[config.mk]
export PLATFORM = sky130hd
export DESIGN_NAME = cvh_front_flat
export DESIGN_NICKNAME = d
export VERILOG_FILES = /design/src/rtl/core/cvh_pkg.sv /design/src/rtl/core/cvh_if.sv /design/src/rtl/core/cvh_front.sv /design/src/flat_wrapper.sv
export SDC_FILE = /design/constraint.sdc
export NUM_CORES = 1
export LEC_CHECK = 0
export BUFFER_PORTS_ARGS = -buffer_cell sky130_fd_sc_hd__buf_2
export CAP_MARGIN = 20
export CORE_MARGIN = 2
export CORE_UTILIZATION = 55
export DETAILED_ROUTE_END_ITERATION = 16
export HOLD_SLACK_MARGIN = 0.02
export PLACE_DENSITY = 0.83
export RECOVER_POWER = 100
export SYNTH_ARGS = -nofsm -noshare
export SYNTH_HDL_FRONTEND = slang
export SYNTH_SLANG_ARGS = --single-unit
[constraint.sdc]
create_clock -name i_clk -period 3.01 [get_ports i_clk]
set_input_delay 0.1505 -clock i_clk [delete_from_list [all_inputs] [get_ports i_clk]]
set_output_delay 0.1505 -clock i_clk [all_outputs]
set_load 0.01 [all_outputs]
[src/rtl/core/cvh_pkg.sv]
// Shared constants, types and helpers for the convex hull block.
package cvh_pkg;

    localparam int MAX_POINTS = 32;
    localparam int COORD_BITS = 16;
    localparam int HULL_DEPTH = 2 * MAX_POINTS;
    localparam int PIDX_W     = (MAX_POINTS > 1) ? $clog2(MAX_POINTS) : 1;
    localparam int CNT_W      = $clog2(MAX_POINTS + 1);
    localparam int HIDX_W     = $clog2(HULL_DEPTH);
    localparam int K_W        = $clog2(HULL_DEPTH + 1);
    localparam int DIFF_W     = COORD_BITS + 1;
    localparam int PROD_W     = 2 * DIFF_W;
    localparam int QDEPTH     = 4;
    localparam int QIDX_W     = $clog2(QDEPTH);
    localparam int QLVL_W     = $clog2(QDEPTH + 1);

    typedef logic signed [COORD_BITS-1:0] t_coord;

    typedef struct packed {
        t_coord y;
        t_coord z;
    } t_point;

    // One queued request: a point and whether it closes the set.
    typedef struct packed {
        t_point pt;
        logic   close;
    } t_cmd;

    typedef struct packed {
        logic [QLVL_W-1:0] level;
        logic              push;
        logic              pop;
    } t_qstat;

    typedef enum logic [3:0] {
        S_IDLE,
        S_INS_RD,
        S_INS_CMP,
        S_HFETCH,
        S_HLOAD,
        S_HTEST,
        S_HCMP,
        S_HPOP,
        S_ORD,
        S_OLD
    } t_state;

    function automatic logic pt_less(input t_point a, input t_point b);
        logic res;
        if (a.y != b.y) begin
            res = (a.y < b.y);
        end else begin
            res = (a.z < b.z);
        end
        return res;
    endfunction

endpackage

[src/rtl/core/cvh_if.sv]
// Handshake interfaces for point requests and hull vertex results.
interface cvh_pt_if;
    logic                                 valid;
    logic                                 ready;
    logic signed [cvh_pkg::COORD_BITS-1:0] point_y;
    logic signed [cvh_pkg::COORD_BITS-1:0] point_z;
    logic                                 set_end;

    modport source (output valid, output point_y, output point_z, output set_end,
                    input ready);
    modport sink   (input valid, input point_y, input point_z, input set_end,
                    output ready);
endinterface


[src/rtl/core/cvh_front.sv]
// Front end: takes point requests, tags set closes, queues them for the back end.
module cvh_front (
    input  logic          i_clk,
    input  logic          i_rst_n,
    cvh_pt_if.sink        i_pt,
    output cvh_pkg::t_cmd o_cmd,
    output logic          o_cmd_valid,
    input  logic          i_cmd_ready,
    output cvh_pkg::t_qstat o_stat
);
    import cvh_pkg::*;

    t_cmd              r_q [QDEPTH];
    logic [QIDX_W-1:0] r_wp, n_wp;
    logic [QIDX_W-1:0] r_rp, n_rp;
    logic [QLVL_W-1:0] r_lvl, n_lvl;
    logic              push, pop;
    t_cmd              cmd_in;

    assign i_pt.ready   = (r_lvl != QLVL_W'(QDEPTH));
    assign push         = i_pt.valid && i_pt.ready;
    assign o_cmd_valid  = (r_lvl != '0);
    assign pop          = o_cmd_valid && i_cmd_ready;
    assign o_cmd        = r_q[r_rp];
    assign cmd_in.pt.y  = i_pt.point_y;
    assign cmd_in.pt.z  = i_pt.point_z;
    assign cmd_in.close = i_pt.set_end;

    always_comb begin
        n_wp  = push ? r_wp + 1'b1 : r_wp;
        n_rp  = pop ? r_rp + 1'b1 : r_rp;
        n_lvl = r_lvl + QLVL_W'(push) - QLVL_W'(pop);
    end

    always_ff @(posedge i_clk) begin
        if (!i_rst_n) begin
            r_wp  <= '0;
            r_rp  <= '0;
            r_lvl <= '0;
        end else begin
            r_wp  <= n_wp;
            r_rp  <= n_rp;
            r_lvl <= n_lvl;
        end
    end

    always_ff @(posedge i_clk) begin
        if (push) begin
            r_q[r_wp] <= cmd_in;
        end
    end

    assign o_stat.level = r_lvl;
    assign o_stat.push  = push;
    assign o_stat.pop   = pop;

endmodule

[src/flat_wrapper.sv]
// flat-port wrapper written by rule: the top's interface ports become plain ports
module cvh_front_flat import cvh_pkg::*;
  (i_clk, i_rst_n, o_cmd, o_cmd_valid, i_cmd_ready, o_stat, i_pt_valid, i_pt_point_y, i_pt_point_z, i_pt_set_end, i_pt_ready);
  cvh_pt_if i_pt_i ();
  input  logic i_clk;
  input  logic i_rst_n;
  output cvh_pkg::t_cmd o_cmd;
  output logic o_cmd_valid;
  input  logic i_cmd_ready;
  output cvh_pkg::t_qstat o_stat;
  input wire logic [$bits(i_pt_i.valid)-1:0] i_pt_valid;
  input wire logic [$bits(i_pt_i.point_y)-1:0] i_pt_point_y;
  input wire logic [$bits(i_pt_i.point_z)-1:0] i_pt_point_z;
  input wire logic [$bits(i_pt_i.set_end)-1:0] i_pt_set_end;
  output wire logic [$bits(i_pt_i.ready)-1:0] i_pt_ready;
  assign i_pt_i.valid = i_pt_valid;
  assign i_pt_i.point_y = i_pt_point_y;
  assign i_pt_i.point_z = i_pt_point_z;
  assign i_pt_i.set_end = i_pt_set_end;
  assign i_pt_ready = i_pt_i.ready;
  cvh_front u_core (.i_clk(i_clk), .i_rst_n(i_rst_n), .i_pt(i_pt_i), .o_cmd(o_cmd), .o_cmd_valid(o_cmd_valid), .i_cmd_ready(i_cmd_ready), .o_stat(o_stat));
endmodule
=== Yosys cells after proc, flatten, opt, wreduce, memory -nomap -nowiden ===
Memory sizes are Yosys's and may differ from the RTL's. A register that Yosys moved wholly into a read port is not among the register bits.
Cells that the tools add are included.

* Memories kept: 1
* Bits in latches: 0
* RAM bits: 132
* Logic and storage cells: 16
* Input port bits: 37
* Memory bits (read-only): 0
* Flip-flop bits (word level): 7

{| class="wikitable"
|+ Memories
! memory !! words !! bits a word !! rd ports !! clocked after Yosys merged registers in !! wr ports !! line !! text
|-
| u_core.r_q || 4 || 33 || 1 || 1 || 1 || cvh_front.sv:13 || <nowiki>t_cmd r_q [QDEPTH];</nowiki>
|}

* Div/mod/pow operators: 0
* Add/subtract/negate cells: 4
* Bitwise gates (word level): 0
* Mux-type cells: 4
* Multiply operators: 0
* $lt $le $gt $ge: 0
* Equality and inequality tests: 1
* Shifts and indexed selects: 0
* Reductions and logical operators: 3

{| class="wikitable"
|+ Operator list
! operator !! number
|-
| 2-bit by 1-bit adder with 2-bit output, second input constant || 2
|-
| 2-bit 2-to-1 mux || 2
|-
| 3-bit by 1-bit adder with 3-bit output || 1
|-
| 3-bit inequality test, second input constant || 1
|-
| 3-bit nonzero test || 1
|-
| 3-bit by 1-bit subtractor with 3-bit output || 1
|-
| 1-bit logical AND || 2
|-
| 1-bit 2-to-1 mux || 2
|}

=== Longest topological paths before layout ===
Gate-level depths: netlist of the first run.

* Depth after elaboration: 4
* Gate-level depth with buffers: 9

=== Worst setup path after synthesis of the first run ===
Ideal clock, no wire load.

* Kind: flip-flop to flip-flop
* Start: register u_core.r_lvl[1]
* End: memory u_core.r_q[0][0] (netlist bit) (enable)
* Cell stages (with the launch flop): 4
* Data required time: 2.617 ns
* Setup time: 0.393 ns
* Data arrival time: 1.775 ns
* Period minus slack after synthesis: 2.168 ns
* Path slack: 0.842 ns
* Path through: dfxtp_1 > nor2_1 > a21boi_2 > and2_1

* Word-level cells in the longest chain between the ends: 4

{| class="wikitable"
|+ RTL lines
! what !! line !! text
|-
| from (decl) || cvh_front.sv:16 || <nowiki>logic [QLVL_W-1:0] r_lvl, n_lvl;</nowiki>
|-
| from (signal assigned) || cvh_front.sv:43 || <nowiki>r_lvl <= n_lvl;</nowiki>
|-
| 3-bit inequality test || cvh_front.sv:20 || <nowiki>assign i_pt.ready = (r_lvl != QLVL_W'(QDEPTH));</nowiki>
|-
| 1-bit logical AND || cvh_front.sv:21 || <nowiki>assign push = i_pt.valid && i_pt.ready;</nowiki>
|-
| net u_core.push || cvh_front.sv:17 || <nowiki>logic push, pop;</nowiki>
|-
| 1-bit 2-to-1 mux || cvh_front.sv:48 || <nowiki>if (push) begin</nowiki>
|-
| 1-bit 2-to-1 mux (not written as such) || cvh_front.sv:49 || <nowiki>r_q[r_wp] <= cmd_in;</nowiki>
|-
| to (decl) || cvh_front.sv:13 ||
|}

The timed path passes the listed nets, and every way through them passes these cells.

==> impl_metrics.ini, run 1 <==
[run_status]
outcome = finished, final reports clean

[timing]
fmaxAchievable_mhz = 417
setup_tns_ps = 0
hold_viol_final = 0
fin_crit_ps = 2400
min_period_over_period = 0.796
setup_viol = 0
clock_skew_ps = 8.28
slew-limit-headroom = 0.425
drv_slew = 0
rsz0062_at_grt = false
tightest_slew_ps = 862

[route]
via_count = 2554
detail-route-antenna-nets = 0
wl_um = 9320
dr.pass1.iters = 4
drtIter0Drc = 120
routedWlPerCell_um = 19.0
vias_per_cell = 5.21
drc = 0

[global_route]
met1_usage = 0.242
grt_use_met3 = 0.0636
top_usage_layer = met2
antenna_found_initial = 0
grtUsageMet2 = 0.336
grt_usage = 0.198
grt_pass1_vias = 2835
grt_max_degree = 34
grt.overflow.total = 0
grt_pass1_wl_um = 14700

[placed_design]
dp_hpwl_um = 5410
io_buffer_count = 76
place_congestion = 0.729

[job]
maxCapViolCount = 0

[setup_path]
worstPathCellList = buf_4 -> mux4_1 -> clkbuf_1
cp-start-kind = register
slowest_stage = dfxtp_2
cp.arrival_ps = 2250
critPathMaxFanout = 16
path_class = reg -> out
max_stage_delay_ps = 710
crit_path_end_kind = output port
critPathRequiredTime_ps = 2860
rrSetupSlack_ps = 660
rr_startpoint = u_core.r_lvl[1]$_SDFF_PN0_

[finish]
ff_latch_area_um2 = 4150
areaGrowthSynthToFinish_pct = 26.1
post_route_cells_drive_above_1_share = 0.224
fillerInstances = 577
multi_input_area_um2 = 1030
diodes = 0
final_util = 0.720
final_common_cell = edfxtp_1
final_cell_mix = 132 x edfxtp_1, 71 x clkbuf_1, 34 x dlygate4sd3_1
final_nets = 392

[floorplan]
die_w_um = 102
rows = 35
core_area_um2 = 9280
pin_count = 77
dieArea_um2 = 10400
start_util = 0.571
fp.dieH_um = 102

[cts]
clk_path_buf_depth = 2
cts-root-buf = clkbuf_8
post_cts_buffers = 0
postCtsResizedCells = 0
htree_levels = 4
path_clk_slew_ps = 60
postCtsHoldBufs = 34
cts_tree = yes
cts_sinks = 141
numCtsBuffers = 17
clock_latency_ps = 510

[synth]
syn_area_um2 = 5300
synthCells = 223
synth.distinct_cells = 22
synth_seq_cells = 141
synth.net_count = 267
yosysSeqAreaShare = 0.781
yosys_warnings = 0
synth.avg_cell_area_um2 = 23.8

[pwr]
power_density_nw_per_um2 = 883
power_leakage_nw = 2.20
fin_total_pwr_mw = 5.91
peakVddDrop_mv = 0.629

[hold_path]
min-delay-start = i_pt_valid
hp-class = in -> reg
-- cells in the mapped netlist --
cell type | n | area, um2
or3_1 | 1 | 6.26
mux4_1 | 3 | 78.8
nor2b_1 | 3 | 18.8
a21boi_2 | 1 | 11.3
o311ai_2 | 1 | 16.3
buf_4 | 2 | 15.0
and2_1 | 7 | 43.8
mux2i_1 | 2 | 20.0
buf_12 | 3 | 60.1
ha_1 | 6 | 75.1
nor2_1 | 1 | 3.75
xnor2_1 | 4 | 35.0
dfxtp_1 | 9 | 180
fa_1 | 1 | 20.0
buf_2 | 3 | 15.0
clkbuf_1 | 2 | 7.51
inv_1 | 5 | 18.8
buf_6 | 1 | 11.3
nand2_1 | 5 | 18.8
edfxtp_1 | 132 | 3960
o31a_1 | 1 | 8.76
mux4_2 | 30 | 676
-- worst max-delay path: cells and delay by family (launching register included) --
kind     cells  cell delay, ps
buf+inv      2             440
mux          1             570
flops        1             710
-- routing by layer --
metal	vias to the layer above	part of all wire
met5	-	0
met4	0	0.011
met3	8	0.048
met2	84	0.53
met1	1290	0.41
li1	1172	-
-- where the power goes --
part / internal [mW] / leakage, nW / switching (mW)
Sequential: 2.39 / 1.28 / 0.156
Combinational: 0.556 / 0.599 / 0.559
Clock: 1.45 / 0.318 / 0.805
Total: 4.39 / 2.20 / 1.52
-- per-stage QoR --
stage               std cells  cell area (um2)  setup slack, ps  hold WS, ps
finish                    490             6690              613          120
global route              490             6690              442          121
CTS                       490             6800              528         58.9
detailed placement        424             5810              800          370
global placement          424             5810              895          362
floorplan                 223             5300              842          249
-- sequential cells by signal, indices dropped and copies added, names as in the netlist, named ones only --
signal and count:
u_core.r_wp 2, u_core.r_q 132, u_core.r_lvl 3, u_core.r_rp 2
-- final timing paths --
check                                endpoint  cells after the start
setup / recovery                     o_cmd[1]                      3
hold / removal    u_core.r_wp[1]$_SDFFE_PN0P_                      3
hold reg to reg   u_core.r_wp[0]$_SDFFE_PN0P_                      2
setup reg to reg   u_core.r_q[2][9]$_DFFE_PP_                      4
-- layout make-up --
type | instances | area share
multi-input combinational | 66 | 0.154
timing repair buffer | 117 | 0.102
clock inverter | 15 | 0.0350
tap | 129 | 0.0241
clock buffer | 17 | 0.0619
sequential | 141 | 0.620
inverter | 5 | 0.00281
-- kinds of logic (layout without fill, tap and decap cells) --
group	count (synthesis)	in the layout	synth area share
DFF	141	141	0.781
muxes	35	35	0.146
and+or+nand+nor	17	17	0.0172
buffers and inverters	16	154	0.0241
adders and majority gates	7	7	0.0179
xor gates and xnor gates	4	4	0.00660
AOI/OAI and AO/OA	3	3	0.00684
Power figures use the tool's default switching activity.
==> run 2, diff against run 1 <==
--- a/config.mk
+++ b/config.mk
@@ -8,10 +8,10 @@
 export BUFFER_PORTS_ARGS = -buffer_cell sky130_fd_sc_hd__buf_2
 export CAP_MARGIN = 20
 export CORE_MARGIN = 2
-export CORE_UTILIZATION = 55
+export CORE_UTILIZATION = 51
 export DETAILED_ROUTE_END_ITERATION = 16
 export HOLD_SLACK_MARGIN = 0.02
-export PLACE_DENSITY = 0.83
+export PLACE_DENSITY = 0.81
 export RECOVER_POWER = 100
 export SYNTH_ARGS = -nofsm -noshare
 export SYNTH_HDL_FRONTEND = slang
==> constraint.sdc (replaced) <==
create_clock -name i_clk -period 2.2 [get_ports i_clk]
set_input_delay 0.11 -clock i_clk [delete_from_list [all_inputs] [get_ports i_clk]]
set_output_delay 0.11 -clock i_clk [all_outputs]
set_load 0.01 [all_outputs]
==> impl_metrics.ini, run 2 (synthesized netlist as in run 1, its figures left out) <==
[timing]
setup_tns_ps = 0
hold_viol_final = 0
drv_slew = 0
fin_crit_ps = 2080
fmaxAchievable_mhz = 482
tightest_slew_ps = 511
min_period_over_period = 0.944
rsz0062_at_grt = false
setup_viol = 0
timing.hold.ws_ps = 108
slew-limit-headroom = 0.655
clock_skew_ps = 5.98

[route]
vias_per_cell = 5.12
wl_um = 9060
routedWlPerCell_um = 18.0
drtIter0Drc = 146
drc = 0
detail-route-antenna-nets = 0
dr.pass1.iters = 4
via_count = 2574

[floorplan]
start_util = 0.518
die_w_um = 106
fp.dieH_um = 106
pin_count = 77
rows = 37
dieArea_um2 = 11200
core_area_um2 = 10200

[setup_path]
cp-start-kind = register
critPathRequiredTime_ps = 2600
rrSetupSlack_ps = 120
cp.arrival_ps = 2480
r2r-end = u_core.r_lvl[2]$_SDFF_PN0_
path_class = reg -> reg
rr_startpoint = u_core.r_lvl[1]$_SDFF_PN0_
r2r_cells = 9
critPathMaxFanout = 3
crit_path_end_kind = register

[cts]
htree_levels = 4
cts_tree = yes
clock_latency_ps = 510
post_cts_buffers = 0
clk_path_buf_depth = 2
cts-root-buf = clkbuf_8
cts_sinks = 141
path_clk_slew_ps = 60
numCtsBuffers = 17

[finish]
areaGrowthSynthToFinish_pct = 26.7
final_cell_mix = 132 x edfxtp_1, 70 x clkbuf_1, 34 x dlygate4sd3_1
final_nets = 399
largest_reg_flops = 132
post_route_cells_drive_above_1_share = 0.229
largestRegisters = u_core.r_q x132, u_core.r_lvl x3
fillerInstances = 711
ff_latch_area_um2 = 4150
diodes = 0
multi_input_area_um2 = 1030
largest-register = u_core.r_q
final_common_cell = edfxtp_1

[placed_design]
dp_hpwl_um = 5530
io_buffer_count = 76
place_congestion = 0.761

[run_status]
outcome = finished, final reports clean

[global_route]
grtUsageMet2 = 0.288
grt_pass1_wl_um = 14400
grt.overflow.total = 0
grt_use_met3 = 0.0515
top_usage_layer = met2
grt_pass1_vias = 2786
antenna_found_initial = 0
grt_usage = 0.177
grt_max_degree = 28
met1_usage = 0.228

[hold_path]
hp-class = in -> reg
hold_end = u_core.r_rp[0]$_SDFFE_PN0P_
worstHoldPathCells = 4
min-delay-start = i_cmd_ready

[job]
maxCapViolCount = 0

[pwr]
power_density_nw_per_um2 = 1170
power_leakage_nw = 2.21
peakVddDrop_mv = 0.604
## run 2: through the flow
| stage | instance area, um2 | utilization | total power, mW | worst slack, ps | instances |
|---|---|---|---|---|---|
| detailed placement | 5910 | 0.577 | 5.17 | 145 | 438 |
| CTS | 6840 | 0.669 | 8.04 | 111 | 503 |
| global placement | 5910 | 0.577 | 5.13 | 207 | 438 |
| finish | 6720 | 0.657 | 7.83 | 124 | 503 |
| global route | 6720 | 0.657 | 8.18 | 11.2 | 503 |
| floorplan | 5300 | - | 4.61 | 32.3 | 223 |
## run 2: worst max-delay path by stage
| stage | start | to | slack (ps) |
|---|---|---|---|
| global placement | u_core.r_lvl[0]$_SDFF_PN0_ | u_core.r_lvl[2]$_SDFF_PN0_ | 210 |
| CTS | register | o_cmd[1] | 110 |
| floorplan | u_core.r_lvl[1]$_SDFF_PN0_ | u_core.r_q[2][0]$_DFFE_PP_ | 30 |
| global route | u_core.r_lvl[0]$_SDFF_PN0_ | u_core.r_lvl[2]$_SDFF_PN0_ | 10 |
| detailed placement | u_core.r_lvl[1]$_SDFF_PN0_ | u_core.r_lvl[2]$_SDFF_PN0_ | 150 |
| finish | u_core.r_lvl[1]$_SDFF_PN0_ | u_core.r_lvl[2]$_SDFF_PN0_ | 120 |
## run 2: layer usage
metal | routed length [um] | vias up
li1 | - | 1185
met1 | 3930 | 1295
met2 | 4550 | 79
met3 | 441 | 15
met4 | 140 | 0
met5 | 0 | -
## run 2: critical path, cell delays in order, from the launching register on
cell and delay (ps):
dfxtp_1 320, o31a_1 340, ha_1 290, inv_1 60, ha_1 130, inv_1 50
fa_1 370, xnor2_1 140, xnor2_1 130, and2_1 150
## run 2: what timing repair did
action / 4_1_cts / 5_1_grt
endpoints found under the hold margin: 141 / 0
hold buffers: 34 / 0
resized for setup: 0 / 0
## run 2: layout make-up
cell class / count / area share
repair buffers: 124 / 0.114
well taps: 136 / 0.0253
clock buffers: 18 / 0.0622
multi-input cells: 66 / 0.153
flip-flops and latches: 141 / 0.617
inverters: 5 / 0.00279
clock inverters: 13 / 0.0259
## run 2: power breakdown
group          total (mW)  switching, mW  internal [mW]  leakage [nW]
Sequential           3.36         0.0924           3.26          1.28
Clock                2.81          0.994           1.82         0.283
Combinational        1.67          0.881          0.786         0.646
